<file path="src/rtl/core/vrrsm_pkg.sv">
`default_nettype none
package vrrsm_pkg;

	localparam int unsigned BUF_BYTES    = 262144;
	localparam int unsigned ALIGN_BYTES  = 8;
	localparam int unsigned HEADER_BYTES = 56;
	localparam int unsigned MAX_TEXT     = 992;

	localparam int unsigned TEXT_W = 10;
	localparam int unsigned STAT_W = 2;
	localparam int unsigned OFF_W  = 18;
	localparam int unsigned LEN_W  = 11;
	localparam int unsigned SEQ_W  = 64;
	localparam int unsigned DROP_W = 13;

	localparam int unsigned STORE_DEPTH = BUF_BYTES / ALIGN_BYTES;
	localparam int unsigned SLOT_W      = $clog2(STORE_DEPTH);
	localparam int unsigned ALIGN_SH    = $clog2(ALIGN_BYTES);
	localparam int unsigned DCNT_W      = SLOT_W + 1;
	localparam int unsigned FREE_W      = OFF_W + 1;

	typedef enum logic [STAT_W-1:0] {
		ST_APPENDED = 2'd0,
		ST_RETURNED = 2'd1,
		ST_EMPTY    = 2'd2
	} status_t;

	typedef enum logic [3:0] {
		S_IDLE,
		S_A_CHECK,
		S_A_LEN,
		S_A_LEN0,
		S_A_WRITE,
		S_R_SYNC,
		S_R_CHECK,
		S_R_LEN,
		S_R_LEN0
	} state_t;

	typedef enum logic [1:0] {
		RA_OLDEST,
		RA_READER,
		RA_ZERO
	} raddr_sel_t;

	typedef enum logic [2:0] {
		OUT_NONE,
		OUT_APPEND,
		OUT_READ,
		OUT_READ0,
		OUT_EMPTY
	} out_sel_t;

	typedef struct packed {
		logic       capture;
		logic       drop_adv;
		logic       drop_adv0;
		logic       place_wrap;
		logic       rsync;
		logic       rd_en;
		raddr_sel_t rd_sel;
		out_sel_t   out_sel;
	} cmd_t;

	typedef struct packed {
		logic need_drop;
		logic wrap_needed;
		logic len_zero;
		logic rd_avail;
	} sts_t;

endpackage
`default_nettype wire

</file>
<file path="src/rtl/core/vrrsm_ctrl.sv">
`default_nettype none
module vrrsm_ctrl (
	input  logic            clk,
	input  logic            arst_n,
	input  logic            in_valid,
	output logic            in_stall,
	input  logic            req_type,
	output logic            out_valid,
	input  logic            out_stall,
	input  vrrsm_pkg::sts_t sts,
	output vrrsm_pkg::cmd_t cmd
);

	vrrsm_pkg::state_t state_q, state_d;
	logic              out_valid_q;
	logic              out_free;

	assign out_free = !out_valid_q || !out_stall;

	always_ff @(posedge clk or negedge arst_n) begin
		if (!arst_n) begin
			state_q     <= vrrsm_pkg::S_IDLE;
			out_valid_q <= 1'b0;
		end else begin
			state_q <= state_d;
			if (cmd.out_sel != vrrsm_pkg::OUT_NONE) begin
				out_valid_q <= 1'b1;
			end else if (!out_stall) begin
				out_valid_q <= 1'b0;
			end
		end
	end

	always_comb begin
		state_d    = state_q;
		cmd        = '0;
		cmd.rd_sel = vrrsm_pkg::RA_OLDEST;
		cmd.out_sel = vrrsm_pkg::OUT_NONE;
		unique case (state_q)
			vrrsm_pkg::S_IDLE: begin
				if (in_valid) begin
					cmd.capture = 1'b1;
					state_d = req_type ? vrrsm_pkg::S_R_SYNC : vrrsm_pkg::S_A_CHECK;
				end
			end
			vrrsm_pkg::S_A_CHECK: begin
				if (sts.need_drop) begin
					cmd.rd_en  = 1'b1;
					cmd.rd_sel = vrrsm_pkg::RA_OLDEST;
					state_d    = vrrsm_pkg::S_A_LEN;
				end else begin
					cmd.place_wrap = sts.wrap_needed;
					state_d        = vrrsm_pkg::S_A_WRITE;
				end
			end
			vrrsm_pkg::S_A_LEN: begin
				if (sts.len_zero) begin
					cmd.rd_en  = 1'b1;
					cmd.rd_sel = vrrsm_pkg::RA_ZERO;
					state_d    = vrrsm_pkg::S_A_LEN0;
				end else begin
					cmd.drop_adv = 1'b1;
					state_d      = vrrsm_pkg::S_A_CHECK;
				end
			end
			vrrsm_pkg::S_A_LEN0: begin
				cmd.drop_adv0 = 1'b1;
				state_d       = vrrsm_pkg::S_A_CHECK;
			end
			vrrsm_pkg::S_A_WRITE: begin
				if (out_free) begin
					cmd.out_sel = vrrsm_pkg::OUT_APPEND;
					state_d     = vrrsm_pkg::S_IDLE;
				end
			end
			vrrsm_pkg::S_R_SYNC: begin
				cmd.rsync = 1'b1;
				state_d   = vrrsm_pkg::S_R_CHECK;
			end
			vrrsm_pkg::S_R_CHECK: begin
				if (sts.rd_avail) begin
					cmd.rd_en  = 1'b1;
					cmd.rd_sel = vrrsm_pkg::RA_READER;
					state_d    = vrrsm_pkg::S_R_LEN;
				end else if (out_free) begin
					cmd.out_sel = vrrsm_pkg::OUT_EMPTY;
					state_d     = vrrsm_pkg::S_IDLE;
				end
			end
			vrrsm_pkg::S_R_LEN: begin
				if (sts.len_zero) begin
					cmd.rd_en  = 1'b1;
					cmd.rd_sel = vrrsm_pkg::RA_ZERO;
					state_d    = vrrsm_pkg::S_R_LEN0;
				end else if (out_free) begin
					cmd.out_sel = vrrsm_pkg::OUT_READ;
					state_d     = vrrsm_pkg::S_IDLE;
				end
			end
			vrrsm_pkg::S_R_LEN0: begin
				if (out_free) begin
					cmd.out_sel = vrrsm_pkg::OUT_READ0;
					state_d     = vrrsm_pkg::S_IDLE;
				end
			end
			default: begin
				state_d = vrrsm_pkg::S_IDLE;
			end
		endcase
	end

	assign in_stall  = (state_q != vrrsm_pkg::S_IDLE);
	assign out_valid = out_valid_q;

endmodule
`default_nettype wire

</file>
<file path="config.mk">
export PLATFORM = sky130hd
export DESIGN_NAME = vrrsm_ctrl
export DESIGN_NICKNAME = d
export VERILOG_FILES = /design/src/rtl/core/vrrsm_pkg.sv /design/src/rtl/core/vrrsm_ctrl.sv
export SDC_FILE = /design/constraint.sdc
export NUM_CORES = 1
export LEC_CHECK = 0
export ABC_AREA = 1
export BUFFER_PORTS_ARGS = -buffer_cell sky130_fd_sc_hd__buf_2
export CAP_MARGIN = 5
export CELL_PAD_IN_SITES_DETAIL_PLACEMENT = 1
export CELL_PAD_IN_SITES_GLOBAL_PLACEMENT = 2
export CORE_UTILIZATION = 18
export DETAILED_ROUTE_END_ITERATION = 7
export MAX_ROUTING_LAYER = met4
export PLACE_DENSITY = 0.81
export REMOVE_ABC_BUFFERS = 1
export SLEW_MARGIN = 20
export SYNTH_ARGS = -nofsm -noshare
export SYNTH_HDL_FRONTEND = slang
export SYNTH_SLANG_ARGS = --single-unit
</file>
<file path="constraint.sdc">
create_clock -name clk -period 1.1 [get_ports clk]
set_input_delay 0.11 -clock clk [delete_from_list [all_inputs] [get_ports clk]]
set_output_delay 0.11 -clock clk [all_outputs]
set_load 0.02 [all_outputs]
</file>
==> results.sh, run 1 <==
export IMPL_post_drt_via_cell_ratio=4.450
export IMPL_detailroute_via_count=663
export IMPL_finalCriticalPeriod_ps=1450
export IMPL_per_cell_routed_wire_length_um=11.74
export IMPL_detail_route_antenna_nets=0
export IMPL_synth_warning_count=0
export IMPL_track_usage=0.1434
export IMPL_die_width_um=52.23
export IMPL_tightest_slew_ps=287.9
export IMPL_final_hold_worst_slack_ps=180.6
export IMPL_timing_final_crit_share=1.318
export IMPL_vdd_ir_drop_max_v=0.001536
export IMPL_final_setup_tns_ps=-3837
export IMPL_maxClockFrequency_mhz=689.5
export IMPL_drt_wl_total_mm=1.750
export IMPL_critical_path_max_fanout=5
export IMPL_die_area_um2=2728
export IMPL_pwr_density_cell_nw_per_um2=2424
export IMPL_worstPathRequired_ps=990
export IMPL_placeableCoreArea_um2=2297
export IMPL_place_congestion=0.8587
export IMPL_die_height_um=52.23
export IMPL_drv_max_cap_violation_count=0
export IMPL_core_rowCount=17
export IMPL_swShare=0.4790
export IMPL_post_place_ws_ps=-199.0
export IMPL_htree_levels=1
export IMPL_outcome="finished with violations"
export IMPL_register_bit_total_from_synthesis=5
export IMPL_end_kind="primary output"
export IMPL_netlist_instances=75
export IMPL_yosysTopAreaCellShare=0.2755
export IMPL_place_inst=135
export IMPL_hold_violations=0
export IMPL_power_net_switching_mw=1.095
export IMPL_cts_inserted_buffers=3
export IMPL_post_route_drc_count=0
export IMPL_critPathLaunchType="register"
export IMPL_num_nets_final=131
export IMPL_n_antenna_cell=0
export IMPL_final_design_area_no_fill_um2=943.4
export IMPL_clock_tree_from_tritoncts="built"
export IMPL_grt_first_pass_wirelength_mm=2.801
export IMPL_place_area_um2=676.9
export IMPL_total_power_mw=2.286
export IMPL_post_synth_cell_area_avg_um2=6.056
export IMPL_cts_root_buffer="sky130_fd_sc_hd__clkbuf_4"
export IMPL_tritoncts_num_sinks=5
export IMPL_synth_area_top_cells="sky130_fd_sc_hd__dfrtp_1 (28%), sky130_fd_sc_hd__nand2_1 (13%), sky130_fd_sc_hd__inv_1 (12%)"
export IMPL_critical_path_class="reg2out"
export IMPL_place_port_buffers=21
export IMPL_clk_transition_reported_paths_ps=40
export IMPL_clk_latency_ps=240
export IMPL_final_max_slew_violation_count=0
export IMPL_detailed_place_hpwl_mm=1.284
export IMPL_drt_pre_antenna_iters=2
export IMPL_clock_path_buffers=2
export IMPL_layoutNonFillerInstCount=149
export IMPL_vias_in_the_first_global_route=661
export IMPL_synth_largest_area_cell="sky130_fd_sc_hd__dfrtp_1"
export IMPL_worstPathArrival_ps=1340
export IMPL_post_synth_num_cell_types=17
export IMPL_hold_path_class="in2reg"
export IMPL_mappedNetlistArea_um2=454.2
export IMPL_final_setup_skew_ps=1.565
export IMPL_slew_headroom=0.8079
export IMPL_initial_cell_density_of_the_core=0.1977
export IMPL_violations_in_the_final_reports="negative setup slack"
export IMPL_power_share_clock=0.089
export IMPL_setup_viol=16
export IMPL_flow_area_growth_from_synthesis_pct=107.7
export IMPL_drt_iter0_markers=4
export IMPL_boundaryPins=22
export IMPL_maximum_number_of_pins_on_one_net_before_global_route_repair=8
export IMPL_fin_ws_ps=-350.3
export IMPL_synth_seq_area_share=0.2755
export IMPL_power_combinational_fraction=0.733
export IMPL_global_route_overflow_total=0
export IMPL_utilization=0.4107
export IMPL_leakagePower_nw=0.4919
export IMPL_grt_setup_unrepaired="yes"
export IMPL_grt_antenna_before_repair=0
export IMPL_internal_portion_of_total_power_mw=1.191
export IMPL_seqPwrFrac=0.178
export IMPL_final_layout_size_suffix_gt1_frac=0.6612
[registers in the layout, summed over array words and instances, names as in the netlist]
signal,cells
out_valid,1
state_q,4
[worst max-delay path, cell delays in order (launching register included)]
cell and delay (ps):
sky130_fd_sc_hd__dfrtp_2 470, sky130_fd_sc_hd__nor2_4 170, sky130_fd_sc_hd__inv_2 70, sky130_fd_sc_hd__nor2_4 120, sky130_fd_sc_hd__inv_2 50, sky130_fd_sc_hd__nor2_1 80, sky130_fd_sc_hd__buf_4 140
[what timing repair did]
action	4_1_cts	5_1_grt
pin swaps	8	9
setup endpoints to repair	16	17
hold endpoints to repair	5	0
resized for setup	39	20
setup buffers	5	6
hold buffers	1	0
[final cells by class]
| class | count | area [µm²] |
|---|---|---|
| Fill cell | 289 | 1354 |
| Clock buffer | 4 | 26.28 |
| Sequential cell | 5 | 128.9 |
| Multi-Input combinational cell | 55 | 371.6 |
| Timing Repair Buffer | 42 | 322.8 |
| Tap cell | 28 | 35.03 |
| Inverter | 15 | 58.81 |
[worst paths after layout]
| kind | startpoint | to | slack (ps) | depth (start not counted) |
|---|---|---|---|---|
| max | state_q[1]$_DFFE_PN0P_ | cmd[10] | -350 | 6 |
| min | in_valid | state_q[0]$_DFFE_PN0P_ | 180 | 5 |
| max reg2reg | state_q[1]$_DFFE_PN0P_ | out_valid$_DFFE_PN0P_ | -180 | 6 |
| min reg2reg | out_valid$_DFFE_PN0P_ | state_q[3]$_DFFE_PN0P_ | 730 | 3 |
| max in group asynchronous | arst_n | state_q[2]$_DFFE_PN0P_ | 740 | 2 |
| min in group asynchronous | arst_n | state_q[0]$_DFFE_PN0P_ | 220 | 2 |
[synth_stat cells, drive strengths merged]
cell type   n
a21oi       3
dfrtp       5
inv        15
nand2      17
nand3       8
nand4       4
nor2       15
nor3        2
nor4        1
o211ai      1
o21ai       4
[cell usage in the layout, fill, tap and decap left out, types with 5 or more instances in the layout]
| cell type | n |
|---|---|
| sky130_fd_sc_hd__nand2_2 | 5 |
| sky130_fd_sc_hd__nor2_4 | 6 |
| sky130_fd_sc_hd__nand2_1 | 10 |
| sky130_fd_sc_hd__buf_6 | 8 |
| sky130_fd_sc_hd__buf_4 | 23 |
| sky130_fd_sc_hd__buf_2 | 10 |
| sky130_fd_sc_hd__inv_1 | 8 |
| sky130_fd_sc_hd__nor2_1 | 7 |
| sky130_fd_sc_hd__inv_2 | 6 |
[power by group through the flow]
stage	logic [mW]	registers [mW]	clock network, mW
2_1_floorplan	0.641	0.343	0
4_1_cts	1.47	0.390	0.216
3_5_place_dp	1.11	0.341	0
5_1_grt	1.82	0.417	0.229
6_report	1.67	0.408	0.204
3_3_place_gp	1.09	0.329	0
[layer usage]
layer	share of wire	track usage	up-vias
met4	0	0.06579	0
met3	0.033	0.008696	0
met2	0.56	0.2543	12
met1	0.41	0.1649	317
met5	0	-	-
li1	-	-	334
[cells by family (layout without fill, tap and decap cells)]
group,after synthesis,count (layout),synth area share
AOI/OAI and AO/OA,8,8,0.1019
buffers and inverters,15,61,0.1240
DFF,5,5,0.2755
and+or+nand+nor,47,47,0.4986
Note: power is estimated with default switching activity, not from simulation.
==> run 2: changes to the inputs <==
--- a/config.mk
+++ b/config.mk
@@ -15,6 +15,7 @@
 export MAX_ROUTING_LAYER = met4
 export PLACE_DENSITY = 0.81
 export REMOVE_ABC_BUFFERS = 1
+export SETUP_SLACK_MARGIN = 0.15
 export SLEW_MARGIN = 20
 export SYNTH_ARGS = -nofsm -noshare
 export SYNTH_HDL_FRONTEND = slang
==> results.sh, run 2 (synthesis gave the netlist of run 1 again) <==
export IMPL_outcome="finished with violations"
export IMPL_violations_in_the_final_reports="negative setup slack"
export IMPL_place_port_buffers=21
export IMPL_global_route_overflow_total=0
export IMPL_layout_filler_cells=292
export IMPL_timing_critical_path_cells="inv_2, nand2_4, nor2_4, nand3_2, o21ai_2, buf_6"
export IMPL_cts_inserted_buffers=3
export IMPL_detail_route_antenna_nets=0
export IMPL_post_drt_via_cell_ratio=4.373
export IMPL_htree_levels=1
export IMPL_power_net_switching_mw=1.112
export IMPL_timing_critical_path_slowest_stage_cell="sky130_fd_sc_hd__dfrtp_1"
export IMPL_maxClockFrequency_mhz=689.1
export IMPL_drt_pre_antenna_iters=3
export IMPL_worst_path_buf_inv=2
export IMPL_grt_antenna_before_repair=0
export IMPL_tritoncts_num_sinks=5
export IMPL_worstPathArrival_ps=1340
export IMPL_flow_area_growth_from_synthesis_pct=113.8
export IMPL_clock_tree_from_tritoncts="built"
export IMPL_swShare=0.4776
export IMPL_boundaryPins=22
export IMPL_detailed_place_hpwl_mm=1.284
export IMPL_num_nets_final=132
export IMPL_leakagePower_nw=0.5120
export IMPL_post_route_drc_count=0
export IMPL_critPathLaunchType="register"
export IMPL_pwr_density_cell_nw_per_um2=2399
export IMPL_die_height_um=52.23
export IMPL_seqPwrFrac=0.175
export IMPL_final_layout_size_suffix_gt1_frac=0.6803
export IMPL_largest_register_ffs=4
export IMPL_final_design_area_no_fill_um2=970.9
export IMPL_end_kind="primary output"
export IMPL_slew_headroom=0.8105
export IMPL_layout_cells_most_common_list="sky130_fd_sc_hd__buf_4 (22), sky130_fd_sc_hd__nand2_1 (10), sky130_fd_sc_hd__buf_2 (10), sky130_fd_sc_hd__buf_6 (10), sky130_fd_sc_hd__inv_1 (8)"
export IMPL_grt_setup_unrepaired="yes"
export IMPL_core_rowCount=17
export IMPL_n_antenna_cell=0
export IMPL_critPathMaxStageDelay_ps=410
export IMPL_drt_wl_total_mm=1.795
export IMPL_cts_root_buffer="sky130_fd_sc_hd__clkbuf_4"
export IMPL_finalCriticalPeriod_ps=1451
export IMPL_final_max_slew_violation_count=0
export IMPL_worstPathRequired_ps=990
export IMPL_tightest_slew_ps=284.0
export IMPL_place_area_um2=676.9
export IMPL_per_cell_routed_wire_length_um=11.97
export IMPL_vdd_ir_drop_max_v=0.001532
export IMPL_regArea_um2=128.9
export IMPL_clk_transition_reported_paths_ps=40
export IMPL_track_usage=0.1434
export IMPL_critical_path_top_delay_family="flip-flops"
export IMPL_internal_portion_of_total_power_mw=1.217
export IMPL_detailroute_via_count=656
export IMPL_clk_latency_ps=240
export IMPL_clock_path_buffers=2
export IMPL_multi_input_area_um2=384.1
export IMPL_place_congestion=0.8587
export IMPL_timing_final_crit_share=1.319
export IMPL_die_area_um2=2728
export IMPL_initial_cell_density_of_the_core=0.1977
export IMPL_maximum_number_of_pins_on_one_net_before_global_route_repair=8
export IMPL_total_power_mw=2.329
export IMPL_placeableCoreArea_um2=2297
export IMPL_post_place_ws_ps=-199.0
export IMPL_critical_path_class="reg2out"
export IMPL_final_setup_tns_ps=-3963
export IMPL_critical_path_max_fanout=6
export IMPL_layout_commonest_cell="sky130_fd_sc_hd__buf_4"
export IMPL_hold_violations=0
export IMPL_fin_ws_ps=-351.2
export IMPL_power_share_clock=0.087
export IMPL_power_combinational_fraction=0.738
export IMPL_drt_iter0_markers=3
export IMPL_final_setup_skew_ps=1.589
export IMPL_die_width_um=52.23
export IMPL_hold_path_class="in2reg"
export IMPL_grt_first_pass_wirelength_mm=2.801
export IMPL_setup_viol=16
export IMPL_vias_in_the_first_global_route=661
export IMPL_max_flop_register="state_q"
export IMPL_drv_max_cap_violation_count=0
==> run 2: cell types whose count changed in the layout (fill, tap and decap cells not counted), sizes merged <==
cell	before	now
buf	41	42
==> run 2: worst reg2reg max path: cells and delay by family (launching register included) <==
family / cells / cell delay [ps]
flip-flops: 1 / 470
buffers and inverters: 3 / 350
AND/OR/NAND/NOR: 3 / 260
AO/OA/AOI/OAI: 1 / 160
==> run 2: through the flow <==
step                utilization  hold WS [ps]  std cells
finish                   0.4227         182.5        150
global route             0.4227         213.8        150
CTS                      0.3709         176.6        145
detailed placement       0.2947        -69.19        135
global placement         0.2947        -73.40        135
floorplan                     -        -185.6         75
==> run 2: final timing paths <==
kind                                             start                     end  slack (ps)  depth (start not counted)
worst max-delay path            state_q[3]$_DFFE_PN0P_                  cmd[1]        -350                          6
worst max register to register  state_q[1]$_DFFE_PN0P_   out_valid$_DFFE_PN0P_        -270                          7
worst min-delay path                          in_valid  state_q[0]$_DFFE_PN0P_         180                          5
max in group asynchronous                       arst_n  state_q[2]$_DFFE_PN0P_         740                          2
worst min register to register   out_valid$_DFFE_PN0P_  state_q[3]$_DFFE_PN0P_         730                          3
min in group asynchronous                       arst_n  state_q[0]$_DFFE_PN0P_         210                          2
==> run 2: layout make-up <==
class,instances,share of cell area
multi-input combinational,55,0.3956
timing repair buffer,43,0.3479
sequential,5,0.1327
inverter,15,0.06057
tap,28,0.03608
clock buffer,4,0.02706
==> run 2: metal layers <==
metal	vias to the layer above	global-route usage	part of all wire
met2	12	0.2543	0.57
met5	-	-	0
met1	308	0.1649	0.40
met3	0	0.008696	0.032
met4	0	0.06579	0
li1	336	-	-
==> run 2: power groups by stage <==
stage	Sequential, mW	Combinational, mW	Clock, mW
3_3_place_gp	0.329	1.09	0
6_report	0.407	1.72	0.204
5_1_grt	0.417	1.87	0.229
3_5_place_dp	0.341	1.11	0
2_1_floorplan	0.343	0.641	0
4_1_cts	0.390	1.47	0.216
==> run 2: what timing repair did <==
item                                   4_1_cts  5_1_grt
pin swaps                                    8        8
setup endpoints to repair                   17       17
cloned                                       0        0
gates resized for setup                     39       24
endpoints found under the hold margin        5        0
hold buffers                                 1        0
buffers inserted                             5        5
==> run 3: changes to the inputs <==
--- a/config.mk
+++ b/config.mk
@@ -12,6 +12,7 @@
 export CELL_PAD_IN_SITES_GLOBAL_PLACEMENT = 2
 export CORE_UTILIZATION = 18
 export DETAILED_ROUTE_END_ITERATION = 7
+export GPL_TIMING_DRIVEN = 0
 export MAX_ROUTING_LAYER = met4
 export PLACE_DENSITY = 0.81
 export REMOVE_ABC_BUFFERS = 1
==> results.sh, run 3 (synthesis gave the netlist of run 1 again) <==
export IMPL_clock_path_buffers=2
export IMPL_critical_path_top_delay_family="flip-flops"
export IMPL_initial_cell_density_of_the_core=0.1977
export IMPL_hold_path_class="in2reg"
export IMPL_die_area_um2=2728
export IMPL_worst_path_buf_inv=3
export IMPL_layout_filler_cells=296
export IMPL_path_common_cell="sky130_fd_sc_hd__inv_2"
export IMPL_maxClockFrequency_mhz=674.4
export IMPL_cts_inserted_buffers=3
export IMPL_grt_antenna_before_repair=0
export IMPL_seqPwrFrac=0.178
export IMPL_worstPathRequired_ps=990
export IMPL_grt_first_pass_wirelength_mm=3.125
export IMPL_swShare=0.5015
export IMPL_clk_transition_reported_paths_ps=50
export IMPL_utilization=0.4118
export IMPL_fin_ws_ps=-382.8
export IMPL_layout_commonest_cell="sky130_fd_sc_hd__buf_4"
export IMPL_layout_cells_most_common_list="sky130_fd_sc_hd__buf_4 (17), sky130_fd_sc_hd__buf_6 (11), sky130_fd_sc_hd__buf_2 (10)"
export IMPL_detailroute_via_count=673
export IMPL_htree_levels=1
export IMPL_timing_final_crit_share=1.348
export IMPL_end_kind="primary output"
export IMPL_vdd_ir_drop_max_v=0.001353
export IMPL_maximum_number_of_pins_on_one_net_before_global_route_repair=8
export IMPL_timing_critical_path_slowest_stage_cell="sky130_fd_sc_hd__dfrtp_2"
export IMPL_drt_pre_antenna_iters=4
export IMPL_place_congestion=0.7833
export IMPL_detailed_place_hpwl_mm=1.249
export IMPL_flow_area_growth_from_synthesis_pct=108.3
export IMPL_outcome="finished with violations"
export IMPL_largest_register_ffs=4
export IMPL_global_route_overflow_total=0
export IMPL_placeableCoreArea_um2=2297
export IMPL_final_layout_size_suffix_gt1_frac=0.6695
export IMPL_die_height_um=52.23
export IMPL_leakagePower_nw=0.5049
export IMPL_clock_tree_from_tritoncts="built"
export IMPL_num_nets_final=128
export IMPL_per_cell_routed_wire_length_um=13.83
export IMPL_critical_path_max_fanout=5
export IMPL_clk_latency_ps=250
export IMPL_power_combinational_fraction=0.724
export IMPL_violations_in_the_final_reports="negative setup slack"
export IMPL_drt_iter0_markers=5
export IMPL_critical_path_class="reg2out"
export IMPL_max_flop_register="state_q"
export IMPL_setup_viol=17
export IMPL_grt_setup_unrepaired="yes"
export IMPL_drt_wl_total_mm=2.019
export IMPL_power_share_clock=0.098
export IMPL_slew_headroom=0.8426
export IMPL_drv_max_cap_violation_count=0
export IMPL_cts_root_buffer="sky130_fd_sc_hd__clkbuf_4"
export IMPL_worstPathArrival_ps=1370
export IMPL_hold_violations=0
export IMPL_tritoncts_num_sinks=5
export IMPL_place_port_buffers=21
export IMPL_internal_portion_of_total_power_mw=1.113
export IMPL_track_usage=0.1656
export IMPL_critPathLaunchType="register"
export IMPL_post_route_drc_count=0
export IMPL_final_setup_skew_ps=4.514
export IMPL_power_net_switching_mw=1.119
export IMPL_die_width_um=52.23
export IMPL_n_antenna_cell=0
export IMPL_tightest_slew_ps=235.1
export IMPL_timing_critical_path_cells="nor2_4, inv_2, nor2_2, inv_2, nor2_1, buf_4"
export IMPL_pwr_density_cell_nw_per_um2=2360
export IMPL_final_max_slew_violation_count=0
export IMPL_boundaryPins=22
export IMPL_total_power_mw=2.232
export IMPL_post_drt_via_cell_ratio=4.610
export IMPL_vias_in_the_first_global_route=706
export IMPL_core_rowCount=17
export IMPL_critPathMaxStageDelay_ps=470
export IMPL_detail_route_antenna_nets=0
export IMPL_finalCriticalPeriod_ps=1483
-- run 3: cell types whose count changed in the layout (fill, tap and decap cells not counted), sizes merged --
cell and change:
buf -4
-- run 3: tightest hold or removal path, cell delays in order --
cell and delay, ps:
sky130_fd_sc_hd__buf_2 70, sky130_fd_sc_hd__inv_1 40, sky130_fd_sc_hd__nand2_1 70, sky130_fd_sc_hd__nand2_1 50, sky130_fd_sc_hd__inv_1 40
-- run 3: repair_timing --
item | 4_1_cts | 5_1_grt
setup buffers | 11 | 6
endpoints found under the hold margin | 5 | 0
gates resized for setup | 40 | 24
pin swaps | 6 | 11
setup endpoints to repair | 17 | 18
hold buffers | 1 | 0
-- run 3: path summary, 6_finish.rpt --
| path | start | end | slack, ps | cells past startpoint |
|---|---|---|---|---|
| setup / recovery | state_q[1]$_DFFE_PN0P_ | cmd[10] | -380 | 6 |
| hold / removal | in_valid | state_q[0]$_DFFE_PN0P_ | 160 | 5 |
| setup reg to reg | state_q[0]$_DFFE_PN0P_ | state_q[2]$_DFFE_PN0P_ | -250 | 9 |
| hold reg to reg | state_q[0]$_DFFE_PN0P_ | state_q[3]$_DFFE_PN0P_ | 730 | 3 |
| max in group asynchronous | arst_n | state_q[2]$_DFFE_PN0P_ | 760 | 2 |
| min in group asynchronous | arst_n | state_q[1]$_DFFE_PN0P_ | 200 | 2 |
-- run 3: layer usage --
metal,share of wire,vias to the layer above,global-route usage
met5,0,-,-
met4,0.0094,0,0.07895
met3,0.026,2,0.02899
met2,0.58,14,0.3077
met1,0.38,326,0.1664
li1,-,331,-
-- run 3: layout make-up --
class,instances,area (µm²),area share
repair buffers,39,311.5,0.3294
clock buffers,4,26.28,0.02778
inverters,15,58.81,0.06217
well taps,28,35.03,0.03704
multi-input cells,55,385.4,0.4074
flip-flops and latches,5,128.9,0.1362
-- run 3: power by group through the flow --
stage	Combinational (mW)	Sequential, mW	Clock [mW]
after floorplan	0.641	0.343	0
after global placement	0.905	0.344	0
after detailed placement	0.930	0.349	0
after CTS	1.31	0.393	0.231
after global routing	1.73	0.407	0.248
final	1.62	0.397	0.219
-- run 3: through the flow --
stage          cells  hold WS [ps]  setup slack, ps  TNS, ps  instance area (µm²)
6_report         146         160.2           -382.8    -4575                945.9
5_1_grt          146         206.6           -434.1    -5653                945.9
4_1_cts          140         160.1           -353.6    -4380                819.5
3_5_place_dp     124        -70.07           -347.4    -3297                594.3
3_3_place_gp     124        -74.49           -331.8    -3000                594.3
2_1_floorplan     75        -185.6           -350.0    -1683                454.2
